$ cat src/hw/rtl/ajt_pkg.sv
// Package for the arrival jitter tracker: field widths, op codes,
// the smoothing shift and the item/result structs. No dependencies.
`default_nettype none

package ajt_pkg;

  // Field widths
  localparam int unsigned TIME_W   = 64;
  localparam int unsigned LIMIT_W  = 16;
  localparam int unsigned IVAL_W   = 16;
  localparam int unsigned FRAC_W   = 8;
  localparam int unsigned JITTER_W = IVAL_W + FRAC_W;

  // Smoothing divisor, must be a power of two; the divide is a shift
  localparam int unsigned ALPHA_DIV   = 16;
  localparam int unsigned ALPHA_SHIFT = $clog2(ALPHA_DIV);

  // Stall limit after reset, in ms
  localparam logic [LIMIT_W-1:0] STALL_LIMIT_RESET = LIMIT_W'(500);

  // Item op codes
  localparam logic OP_ARRIVAL = 1'b0;
  localparam logic OP_TICK    = 1'b1;

  typedef struct packed {
    logic              op;
    logic [TIME_W-1:0] now_ms;
  } item_t;

  typedef struct packed {
    logic [JITTER_W-1:0] jitter_q8;
    logic                interval_valid;
  } result_t;

endpackage : ajt_pkg

`default_nettype wire

$ cat src/hw/rtl/ajt_if.sv
// Valid/ready channel interfaces for the arrival jitter tracker.
// Depends on ajt_pkg for field widths.
`default_nettype none

interface ajt_in_if;
  import ajt_pkg::*;

  logic              valid;
  logic              ready;
  logic              op;
  logic [TIME_W-1:0] now_ms;

  modport source (output valid, output op, output now_ms, input ready);
  modport sink   (input valid, input op, input now_ms, output ready);
endinterface : ajt_in_if

interface ajt_out_if;
  import ajt_pkg::*;

  logic                valid;
  logic                ready;
  logic [JITTER_W-1:0] jitter_q8;
  logic                interval_valid;

  modport source (output valid, output jitter_q8, output interval_valid, input ready);
  modport sink   (input valid, input jitter_q8, input interval_valid, output ready);
endinterface : ajt_out_if

`default_nettype wire

$ cat src/hw/rtl/arrival_jitter_tracker_top.sv
// Arrival jitter tracker top level: input register, tracker core, result
// register. Depends on ajt_pkg, ajt_in_if/ajt_out_if and ajt_core.
//
// Usage:
//   in_ch  carries items (op: 0 arrival, 1 tick; now_ms: time in ms).
//   out_ch returns one result per item: jitter_q8 (unsigned Q16.8 moving
//          average of interval differences) and interval_valid.
//   cfg_we/cfg_wdata write the 16-bit stall limit (500 ms after reset);
//          write only while no item is in flight.
// Path: an accepted item is held in the input register; its result is
//   loaded into the result register when the input stage advances.
// Throughput: one item per cycle while out_ch.ready holds; the state
//   update is a single 64-bit subtract, a compare and a shift-add
//   between the two registers.
// Reset (rst, synchronous): clears both pipeline stages, the average, the
//   held interval and the last arrival time, and reloads the stall limit.
// Stall: while a result waits on out_ch.ready, one more item is taken into
//   the input register and held; in_ch.ready then drops until the result
//   register drains.
`default_nettype none

module arrival_jitter_tracker_top (
  input  wire logic                        clk,
  input  wire logic                        rst,
  ajt_in_if.sink                           in_ch,
  ajt_out_if.source                        out_ch,
  input  wire logic                        cfg_we,
  input  wire logic [ajt_pkg::LIMIT_W-1:0] cfg_wdata
);
  import ajt_pkg::*;

  logic    s1_valid;
  item_t   s1_item;
  logic    out_valid;
  result_t out_result;
  result_t core_result;
  logic    advance;

  // Input stage moves on when the result register is free or draining
  assign advance      = s1_valid && (!out_valid || out_ch.ready);
  assign in_ch.ready  = !s1_valid || advance;

  // Input register
  always_ff @(posedge clk) begin
    if (rst) begin
      s1_valid <= 1'b0;
    end else if (in_ch.ready) begin
      s1_valid <= in_ch.valid;
    end
  end

  always_ff @(posedge clk) begin
    if (in_ch.valid && in_ch.ready) begin
      s1_item.op     <= in_ch.op;
      s1_item.now_ms <= in_ch.now_ms;
    end
  end

  ajt_core u_core (
    .clk       (clk),
    .rst       (rst),
    .cfg_we    (cfg_we),
    .cfg_wdata (cfg_wdata),
    .step      (advance),
    .item      (s1_item),
    .result    (core_result)
  );

  // Result register
  always_ff @(posedge clk) begin
    if (rst) begin
      out_valid <= 1'b0;
    end else if (advance) begin
      out_valid <= 1'b1;
    end else if (out_ch.ready) begin
      out_valid <= 1'b0;
    end
  end

  always_ff @(posedge clk) begin
    if (advance) begin
      out_result <= core_result;
    end
  end

  assign out_ch.valid          = out_valid;
  assign out_ch.jitter_q8      = out_result.jitter_q8;
  assign out_ch.interval_valid = out_result.interval_valid;

  // An empty result register never blocks input
  a_ready_when_empty: assert property (@(posedge clk) disable iff (rst)
    !out_valid |-> in_ch.ready)
    else $error("input blocked with empty result register");

  // A held item is not dropped while the output stalls
  a_hold_item: assert property (@(posedge clk) disable iff (rst)
    s1_valid && !advance |=> s1_valid)
    else $error("held item lost during stall");

  // A result without a valid interval carries a zero average
  a_zero_avg: assert property (@(posedge clk) disable iff (rst)
    out_valid && !out_result.interval_valid |-> out_result.jitter_q8 == '0)
    else $error("nonzero jitter without interval");

endmodule : arrival_jitter_tracker_top

`default_nettype wire

$ cat src/hw/rtl/ajt_core.sv
// Tracker state and its registered update: last arrival, last interval,
// valid mark, jitter average and the stall limit register. Uses ajt_pkg.
`default_nettype none

module ajt_core (
  input  wire logic                          clk,
  input  wire logic                          rst,
  input  wire logic                          cfg_we,
  input  wire logic [ajt_pkg::LIMIT_W-1:0]   cfg_wdata,
  input  wire logic                          step,
  input  wire ajt_pkg::item_t                item,
  output ajt_pkg::result_t                   result
);
  import ajt_pkg::*;

  // State
  logic [LIMIT_W-1:0]  stall_limit;
  logic [TIME_W-1:0]   last_arrival;
  logic                have_arrival;    // last_arrival != 0
  logic [IVAL_W-1:0]   last_interval;
  logic                have_interval;
  logic [JITTER_W-1:0] jitter_avg;

  logic [TIME_W-1:0]   last_arrival_next;
  logic                have_arrival_next;
  logic [IVAL_W-1:0]   last_interval_next;
  logic                have_interval_next;
  logic [JITTER_W-1:0] jitter_avg_next;

  // Datapath
  logic [TIME_W-1:0]     iv;
  logic [IVAL_W-1:0]     iv_lo;
  logic                  is_stall;
  logic [IVAL_W-1:0]     diff;
  logic [JITTER_W-1:0]   target;
  logic signed [JITTER_W:0] delta;
  logic signed [JITTER_W:0] adj;
  logic signed [JITTER_W:0] avg_sum;

  // Interval since last arrival and the stall test (upper bits nonzero means huge)
  assign iv       = item.now_ms - last_arrival;
  assign iv_lo    = iv[IVAL_W-1:0];
  assign is_stall = (iv[TIME_W-1:LIMIT_W] != '0) || (iv[LIMIT_W-1:0] >= stall_limit);

  // Moving average step: avg + floor((target - avg) / ALPHA_DIV)
  assign diff    = (iv_lo > last_interval) ? (iv_lo - last_interval)
                                           : (last_interval - iv_lo);
  assign target  = {diff, {FRAC_W{1'b0}}};
  assign delta   = $signed({1'b0, target}) - $signed({1'b0, jitter_avg});
  assign adj     = delta >>> ALPHA_SHIFT;
  assign avg_sum = $signed({1'b0, jitter_avg}) + adj;

  // Next state for the item in hand
  always_comb begin
    last_arrival_next  = last_arrival;
    have_arrival_next  = have_arrival;
    last_interval_next = last_interval;
    have_interval_next = have_interval;
    jitter_avg_next    = jitter_avg;
    if (item.op == OP_ARRIVAL) begin
      if (have_arrival) begin
        if (is_stall) begin
          last_interval_next = '0;
          have_interval_next = 1'b0;
          jitter_avg_next    = '0;
        end else if (have_interval) begin
          jitter_avg_next    = avg_sum[JITTER_W-1:0];
          last_interval_next = iv_lo;
        end else begin
          last_interval_next = iv_lo;
          have_interval_next = 1'b1;
        end
      end
      last_arrival_next = item.now_ms;
      have_arrival_next = (item.now_ms != '0);
    end else if (have_arrival && is_stall) begin
      // tick a stall limit after the last arrival
      last_interval_next = '0;
      have_interval_next = 1'b0;
      jitter_avg_next    = '0;
    end
  end

  // Result reflects the state after this item
  assign result.jitter_q8      = jitter_avg_next;
  assign result.interval_valid = have_interval_next;

  // State registers
  always_ff @(posedge clk) begin
    if (rst) begin
      stall_limit   <= STALL_LIMIT_RESET;
      last_arrival  <= '0;
      have_arrival  <= 1'b0;
      last_interval <= '0;
      have_interval <= 1'b0;
      jitter_avg    <= '0;
    end else begin
      if (cfg_we) begin
        stall_limit <= cfg_wdata;
      end
      if (step) begin
        last_arrival  <= last_arrival_next;
        have_arrival  <= have_arrival_next;
        last_interval <= last_interval_next;
        have_interval <= have_interval_next;
        jitter_avg    <= jitter_avg_next;
      end
    end
  end

  // Without a held interval the run state is cleared
  a_clear_run: assert property (@(posedge clk) disable iff (rst)
    !have_interval |-> (jitter_avg == '0) && (last_interval == '0))
    else $error("jitter state not cleared without interval");

  // Arrival flag tracks the stored time
  a_arrival_flag: assert property (@(posedge clk) disable iff (rst)
    have_arrival == (last_arrival != '0))
    else $error("arrival flag out of step with last arrival");

  // A configuration write lands in the stall limit
  a_cfg_write: assert property (@(posedge clk) disable iff (rst)
    cfg_we |=> stall_limit == $past(cfg_wdata))
    else $error("stall limit write lost");

endmodule : ajt_core

`default_nettype wire
$ cat src/flat_wrapper.sv
// flat-port wrapper written by rule: the top's interface ports become plain ports
module arrival_jitter_tracker_top_flat import ajt_pkg::*;
  (clk, rst, cfg_we, cfg_wdata, in_ch_valid, in_ch_op, in_ch_now_ms, in_ch_ready, out_ch_valid, out_ch_jitter_q8, out_ch_interval_valid, out_ch_ready);
  ajt_in_if in_ch_i ();
  ajt_out_if out_ch_i ();
  input  wire logic clk;
  input  wire logic rst;
  input  wire logic cfg_we;
  input  wire logic [ajt_pkg::LIMIT_W-1:0] cfg_wdata;
  input wire logic [$bits(in_ch_i.valid)-1:0] in_ch_valid;
  input wire logic [$bits(in_ch_i.op)-1:0] in_ch_op;
  input wire logic [$bits(in_ch_i.now_ms)-1:0] in_ch_now_ms;
  output wire logic [$bits(in_ch_i.ready)-1:0] in_ch_ready;
  output wire logic [$bits(out_ch_i.valid)-1:0] out_ch_valid;
  output wire logic [$bits(out_ch_i.jitter_q8)-1:0] out_ch_jitter_q8;
  output wire logic [$bits(out_ch_i.interval_valid)-1:0] out_ch_interval_valid;
  input wire logic [$bits(out_ch_i.ready)-1:0] out_ch_ready;
  assign in_ch_i.valid = in_ch_valid;
  assign in_ch_i.op = in_ch_op;
  assign in_ch_i.now_ms = in_ch_now_ms;
  assign in_ch_ready = in_ch_i.ready;
  assign out_ch_valid = out_ch_i.valid;
  assign out_ch_jitter_q8 = out_ch_i.jitter_q8;
  assign out_ch_interval_valid = out_ch_i.interval_valid;
  assign out_ch_i.ready = out_ch_ready;
  arrival_jitter_tracker_top u_core (.clk(clk), .rst(rst), .in_ch(in_ch_i), .out_ch(out_ch_i), .cfg_we(cfg_we), .cfg_wdata(cfg_wdata));
endmodule
$ cat config.mk
export PLATFORM = sky130hd
export DESIGN_NAME = arrival_jitter_tracker_top_flat
export DESIGN_NICKNAME = d
export VERILOG_FILES = /design/src/hw/rtl/ajt_pkg.sv /design/src/hw/rtl/ajt_if.sv /design/src/hw/rtl/arrival_jitter_tracker_top.sv /design/src/hw/rtl/ajt_core.sv /design/src/flat_wrapper.sv
export SDC_FILE = /design/constraint.sdc
export NUM_CORES = 1
export LEC_CHECK = 0
export ABC_AREA = 1
export BUFFER_PORTS_ARGS = -buffer_cell sky130_fd_sc_hd__buf_4
export CAP_MARGIN = 10
export CORE_MARGIN = 2
export CORE_UTILIZATION = 40
export DETAILED_ROUTE_END_ITERATION = 8
export PLACE_DENSITY = 0.57
export SYNTH_ARGS = -nofsm -noshare
export SYNTH_HDL_FRONTEND = slang
export SYNTH_SLANG_ARGS = --single-unit
export TNS_END_PERCENT = 30
$ cat constraint.sdc
create_clock -name clk -period 9.6 [get_ports clk]
set_clock_uncertainty 0.1 [all_clocks]
set_input_delay 0.48 -clock clk [delete_from_list [all_inputs] [get_ports clk]]
set_output_delay 0.48 -clock clk [all_outputs]
set_load 0.005 [all_outputs]
# After elaboration in Yosys (flattened, before gate mapping)
# Cells that the tools add are included.
[classes]
n_addsub = 5
order_cmp = 2
eq_ne = 1
muxes = 16
bitwise_logic = 1
n_reduce_logical = 14
[op_table]
columns = ["cell", "count"]
rows = [
  ["$mux W24", 5],
  ["$mux W16", 5],
  ["$reduce_bool A64 Y1", 1],
  ["$sub A64 B64 Y64", 1],
  ["$reduce_bool A48 Y1", 1],
  ["$sub A16 B16 Y16", 2],
  ["$sub A24 B24 Y25", 1],
  ["$add A24 B21 Y24", 1],
  ["$ge A16 B16 Y1", 1],
  ["$gt A16 B16 Y1", 1],
  ["$mux W1", 6],
  ["$reduce_bool A2 Y1", 2],
  ["$logic_and A1 B1 Y1", 3],
  ["$logic_or A1 B1 Y1", 3],
  ["$reduce_and A3 Y1", 1],
  ["$logic_not A1 Y1", 2],
  ["$ne A2 B2 Y1 const B", 1],
  ["$reduce_and A2 Y1", 1],
  ["$not A1 Y1", 1],
]
[word_totals]
ff_bits = 214
out_inout_bits = 27
wordCells = 51

# Depth between registers and ports, before layout
[depth]
ltp_word = 9
ltp_mapped = 49
ltp_nobuf = 48

# Modules after synthesis
# Synthesis repeated with hierarchy kept, for this count alone.
[unflattened]
cells_unflattened = 2915
area_unflattened_um2 = 18315.1
[by_module_without_submodules]
columns = ["module", "n_inst", "cells_each", "area_per_inst_um2", "seq_area_each_um2"]
rows = [
  ["ajt_core", 1, 2813, 15521.1, 2442.3],
  ["arrival_jitter_tracker_top", 1, 102, 2793.9, 2742.6],
]

# Least setup slack after synthesis
# OpenSTA, ideal clock, no wires.
[synth_timing]
path_type = "register -> register"
startpoint = "register u_core.s1_item[0] (netlist bit)"
endpoint = "register u_core.out_result, in the netlist u_core.out_ch.jitter_q8[23] (data pin)"
setup_time_ns = 0.251
t_arrival_ns = 6.750
t_required_ns = 9.249
setup_slack_ns = 2.499
stages_incl_launch_ff = 47
period_less_slack_ns = 7.101
cell_sequence = "edfxtp_1 > inv_1 > ha_1 > fa_1 > inv_1 > nand2_1 > nand2_1 > nand3_1 > nand2_2 > nand2_1 > nand2_1 > xor2_1 > ha_1 > nand2_1 > inv_1 > nand3_1 > nor2_1 > a211oi_1 > [... 11 more ...] > a21oi_1 > nor2_1 > nor2_1 > o21bai_1 > nand3_1 > nand2_1 > a31oi_1 > xor2_1 > ha_1 > a21oi_1 > o21ai_0 > a221oi_1 > o211ai_1 > or2_2 > nand4_1 > xor2_1 > or2_1 > inv_1"
[synth_lines]
columns = ["element", "line", "text"]
rows = [
  ["from (decl)", "arrival_jitter_tracker_top.sv:33", "item_t s1_item;"],
  ["to (signal assigned)", "arrival_jitter_tracker_top.sv:82", "out_result <= core_result;"],
  ["to (decl)", "arrival_jitter_tracker_top.sv:35", "result_t out_result;"],
]

==> results.tsv <==
metric	value	unit
status	finished clean	
r2r-end	u_core.out_ch.jitter_q8[23]$_DFFE_PP_	
yosys.area_share.simple	0.3133	
startpoint_type	flop	
antenna_found_initial	0	
synth_xor_xnor_area_share	0.02487	
nets	3326	
fmaxAchievable	0.1181	GHz
vias	18640	
drt-total-wl	59130	µm
ant_nets	0	
synth-edff-count	90	
whs_path_depth	3	
grt_pass1_vias	17880	
die-area	48410	µm²
layout_commonest_cell	nand2_1	
clkTransAtPathRegs	0.06	ns
rsz0062_at_grt	no	
worstMarginPinSlew	1.091	ns
post-route-period-util	0.8817	
maxCapViolations	0	
dpl.cell_count	3601	
yosys_warnings	0	
cts_buffers	25	
htreeDepth	1	
ys_seq_elements	214	
ys_types	52	
n_fill_cell	4937	
numClockSinks	214	
cp_data_arrival_time	8.68	ns
die_h	220.0	µm
hp-class	in -> reg	
avgSynthCellArea	6.364	µm²
drcViolationCount	0	
synth_top_flop_cell	dfxtp_1	
rows	79	
finalSetupViolCount	0	
slew_headroom	0.2711	
grt_usage	0.2454	
synth_fa_ha_area_frac	0.1048	
async_flop_share	0	
worst-path-max-fanout	22	
synth_top_area_share	0.1735	
endpoint_kind	flop	
clock_latency	0.55	ns
grt_max_degree	84	
required	9.82	ns
synth_area_leader_cell	nand2_1	
vias_per_cell	5.020	
area_growth_syn_to_layout	15.11	%
cts_tree	done	
place_hpwl	48110	µm
r2r_start	u_core.s1_item[0]$_DFFE_PP_	
gp_congestion	0.9587	
r2r_setup_slack	1.14	ns
grt-ovfl-total	0	
coreArea	46260	µm²
final_area	21490	µm²
grt_pass1_wl	93750	µm
synth_compound_area_frac	0.1473	
ios	113	
synthCells	2933	
leakagePower	10.83	nW
wire_per_inst	15.93	µm
critPathKind	reg -> reg	
firstDrtPassIters	6	
antenna_cells	0	
cts-root-buf	clkbuf_16	
synthMuxAreaShare	0.002145	
synth.top_cells.by_area	nand2_1 (17%), edfxtp_1 (14%), dfxtp_1 (13%), inv_1 (11%), ha_1 (10%)	
max_stage_delay	0.50	ns
finalSetupTns	0	ns
placed_area	20040	µm²
drive_gt1_frac	0.08502	
synth-seq-area-share	0.2778	
layout_min_cycle_time	8.464	ns
finalHoldViolCount	0	
vdd_ir_drop_max	0.0002071	V
start_util	0.4035	
worstRegToRegCells	43	
chipWidth	220.0	µm
slowest_stage	xor2_1	
drt_iter0_markers	1162	
io_buffers	112	
post_cts_buffers	0	
min_to	u_core.u_core.stall_limit[5]$_SDFFE_PP1P_	
min_from	cfg_wdata[5]	
cts_buffer_depth	3	
syn-num-nets	3173	
netlist_area	18670	µm²
cellPowerDensity	195.6	nW/µm²
final_cells	3712	
synth_top_family_by_area	simple AND/OR/NAND/NOR gates	
mostFrequentLayoutCells	nand2_1 (862), inv_1 (552), a21oi_1 (269), nor2_1 (196), o21ai_0 (176)	
drv_slew	0	
==> state kept, by name, summed over array words and instances (netlist names) <==
signal                        count
u_core.out_ch.interval_valid      1
u_core.out_ch.jitter_q8          24
u_core.out_ch.valid               1
u_core.s1_item                   65
u_core.s1_valid                   1
u_core.u_core.have_arrival        1
u_core.u_core.have_interval       1
u_core.u_core.jitter_avg         24
u_core.u_core.last_arrival       64
u_core.u_core.last_interval      16
u_core.u_core.stall_limit        16
==> power breakdown <==
group | switching (mW) | leakage [nW] | internal [mW]
clock | 0.391 | 0.390 | 0.537
combinational | 1.45 | 8.55 | 0.790
sequential | 0.0332 | 1.89 | 1.00
==> per-stage QoR <==
step | util | power, mW | hold slack, ns | setup WS, ns
2_1_floorplan | - | 2.681 | 0.3353 | 2.499
3_3_place_gp | 0.4333 | 3.260 | 0.3456 | 0.9651
3_5_place_dp | 0.4333 | 3.257 | 0.3537 | 0.8976
4_1_cts | 0.4645 | 4.231 | 0.006058 | 0.8772
5_1_grt | 0.4645 | 4.579 | 0.01961 | 0.1395
6_report | 0.4645 | 4.203 | 0.03648 | 1.136
==> repair_timing <==
item | 4_1_cts | 5_1_grt
hold buffers | 65 | 0
gates resized for setup | 0 | 1
endpoints found under the hold margin | 65 | 0
endpoints found under the setup margin | 0 | 3
==> cell families (layout without fill, tap and decap cells) <==
family / Yosys count / after routing
multiplexers: 4 / 4
AO/OA/AOI/OAI: 512 / 512
XOR/XNOR: 53 / 53
AND/OR/NAND/NOR: 1368 / 1368
flip-flops: 214 / 214
adder cells (fa/ha/maj): 154 / 154
buffers and inverters: 628 / 800
==> Yosys cell counts (4+ instances only) <==
| cell | n |
|---|---|
| fa_1 | 4 |
| o21bai_1 | 13 |
| a31oi_1 | 11 |
| dfxtp_1 | 124 |
| ha_1 | 150 |
| nand3_2 | 9 |
| nor4_1 | 21 |
| clkbuf_1 | 45 |
| edfxtp_1 | 90 |
| a221oi_1 | 4 |
| nand3b_1 | 9 |
| nor2_4 | 7 |
| buf_2 | 4 |
| mux2i_1 | 4 |
| or2_2 | 11 |
| a211oi_1 | 4 |
| a21oi_2 | 11 |
| a21o_1 | 4 |
| inv_2 | 11 |
| nand3_1 | 134 |
| o221ai_1 | 5 |
| inv_1 | 556 |
| nor2_2 | 14 |
| nand2_1 | 863 |
| nand2_2 | 34 |
| nor2_1 | 196 |
| o21ai_0 | 176 |
| xnor2_1 | 13 |
| o211ai_1 | 4 |
| nor3_1 | 15 |
| a21oi_1 | 269 |
| xor2_1 | 40 |
| nand4_1 | 43 |
==> worst max-delay path: cells and delay by family (launching register included) <==
kind / cells / cell delay, ns
compound gates: 9 / 1.84
xor+xnor: 4 / 1.03
fa+ha+maj: 5 / 1.68
buf+inv: 6 / 0.47
flops: 1 / 0.35
simple gates: 19 / 2.74
==> routing by layer <==
| metal | part of all wire | global-route usage |
|---|---|---|
| met1 | 0.46 | 0.3157 |
| met2 | 0.48 | 0.4399 |
| met3 | 0.039 | 0.02222 |
| met4 | 0.024 | 0.06063 |
| met5 | 0 | 0 |
==> worst max-delay path by stage <==
stage                                startpoint                               endpoint  slack, ns  cells past startpoint
floorplan           u_core.s1_item[0]$_DFFE_PP_  u_core.out_ch.jitter_q8[23]$_DFFE_PP_       2.50                     46
global route        u_core.s1_item[0]$_DFFE_PP_  u_core.out_ch.jitter_q8[23]$_DFFE_PP_       0.14                     43
global placement    u_core.s1_item[0]$_DFFE_PP_  u_core.out_ch.jitter_q8[23]$_DFFE_PP_       0.97                     43
finish              u_core.s1_item[0]$_DFFE_PP_  u_core.out_ch.jitter_q8[23]$_DFFE_PP_       1.14                     43
CTS                 u_core.s1_item[0]$_DFFE_PP_  u_core.out_ch.jitter_q8[23]$_DFFE_PP_       0.88                     45
detailed placement  u_core.s1_item[0]$_DFFE_PP_  u_core.out_ch.jitter_q8[23]$_DFFE_PP_       0.90                     45
==> layout make-up <==
class / count / area [µm²] / area share
clock buffer: 33 / 696.9 / 0.03243
multi-input combinational: 2091 / 11060 / 0.5147
timing repair buffer: 186 / 1559 / 0.07255
sequential: 214 / 5185 / 0.2413
inverter: 568 / 2132 / 0.09922
tap: 607 / 759.5 / 0.03534
clock inverter: 13 / 95.09 / 0.004425
Note: power is estimated with default switching activity, not from simulation.
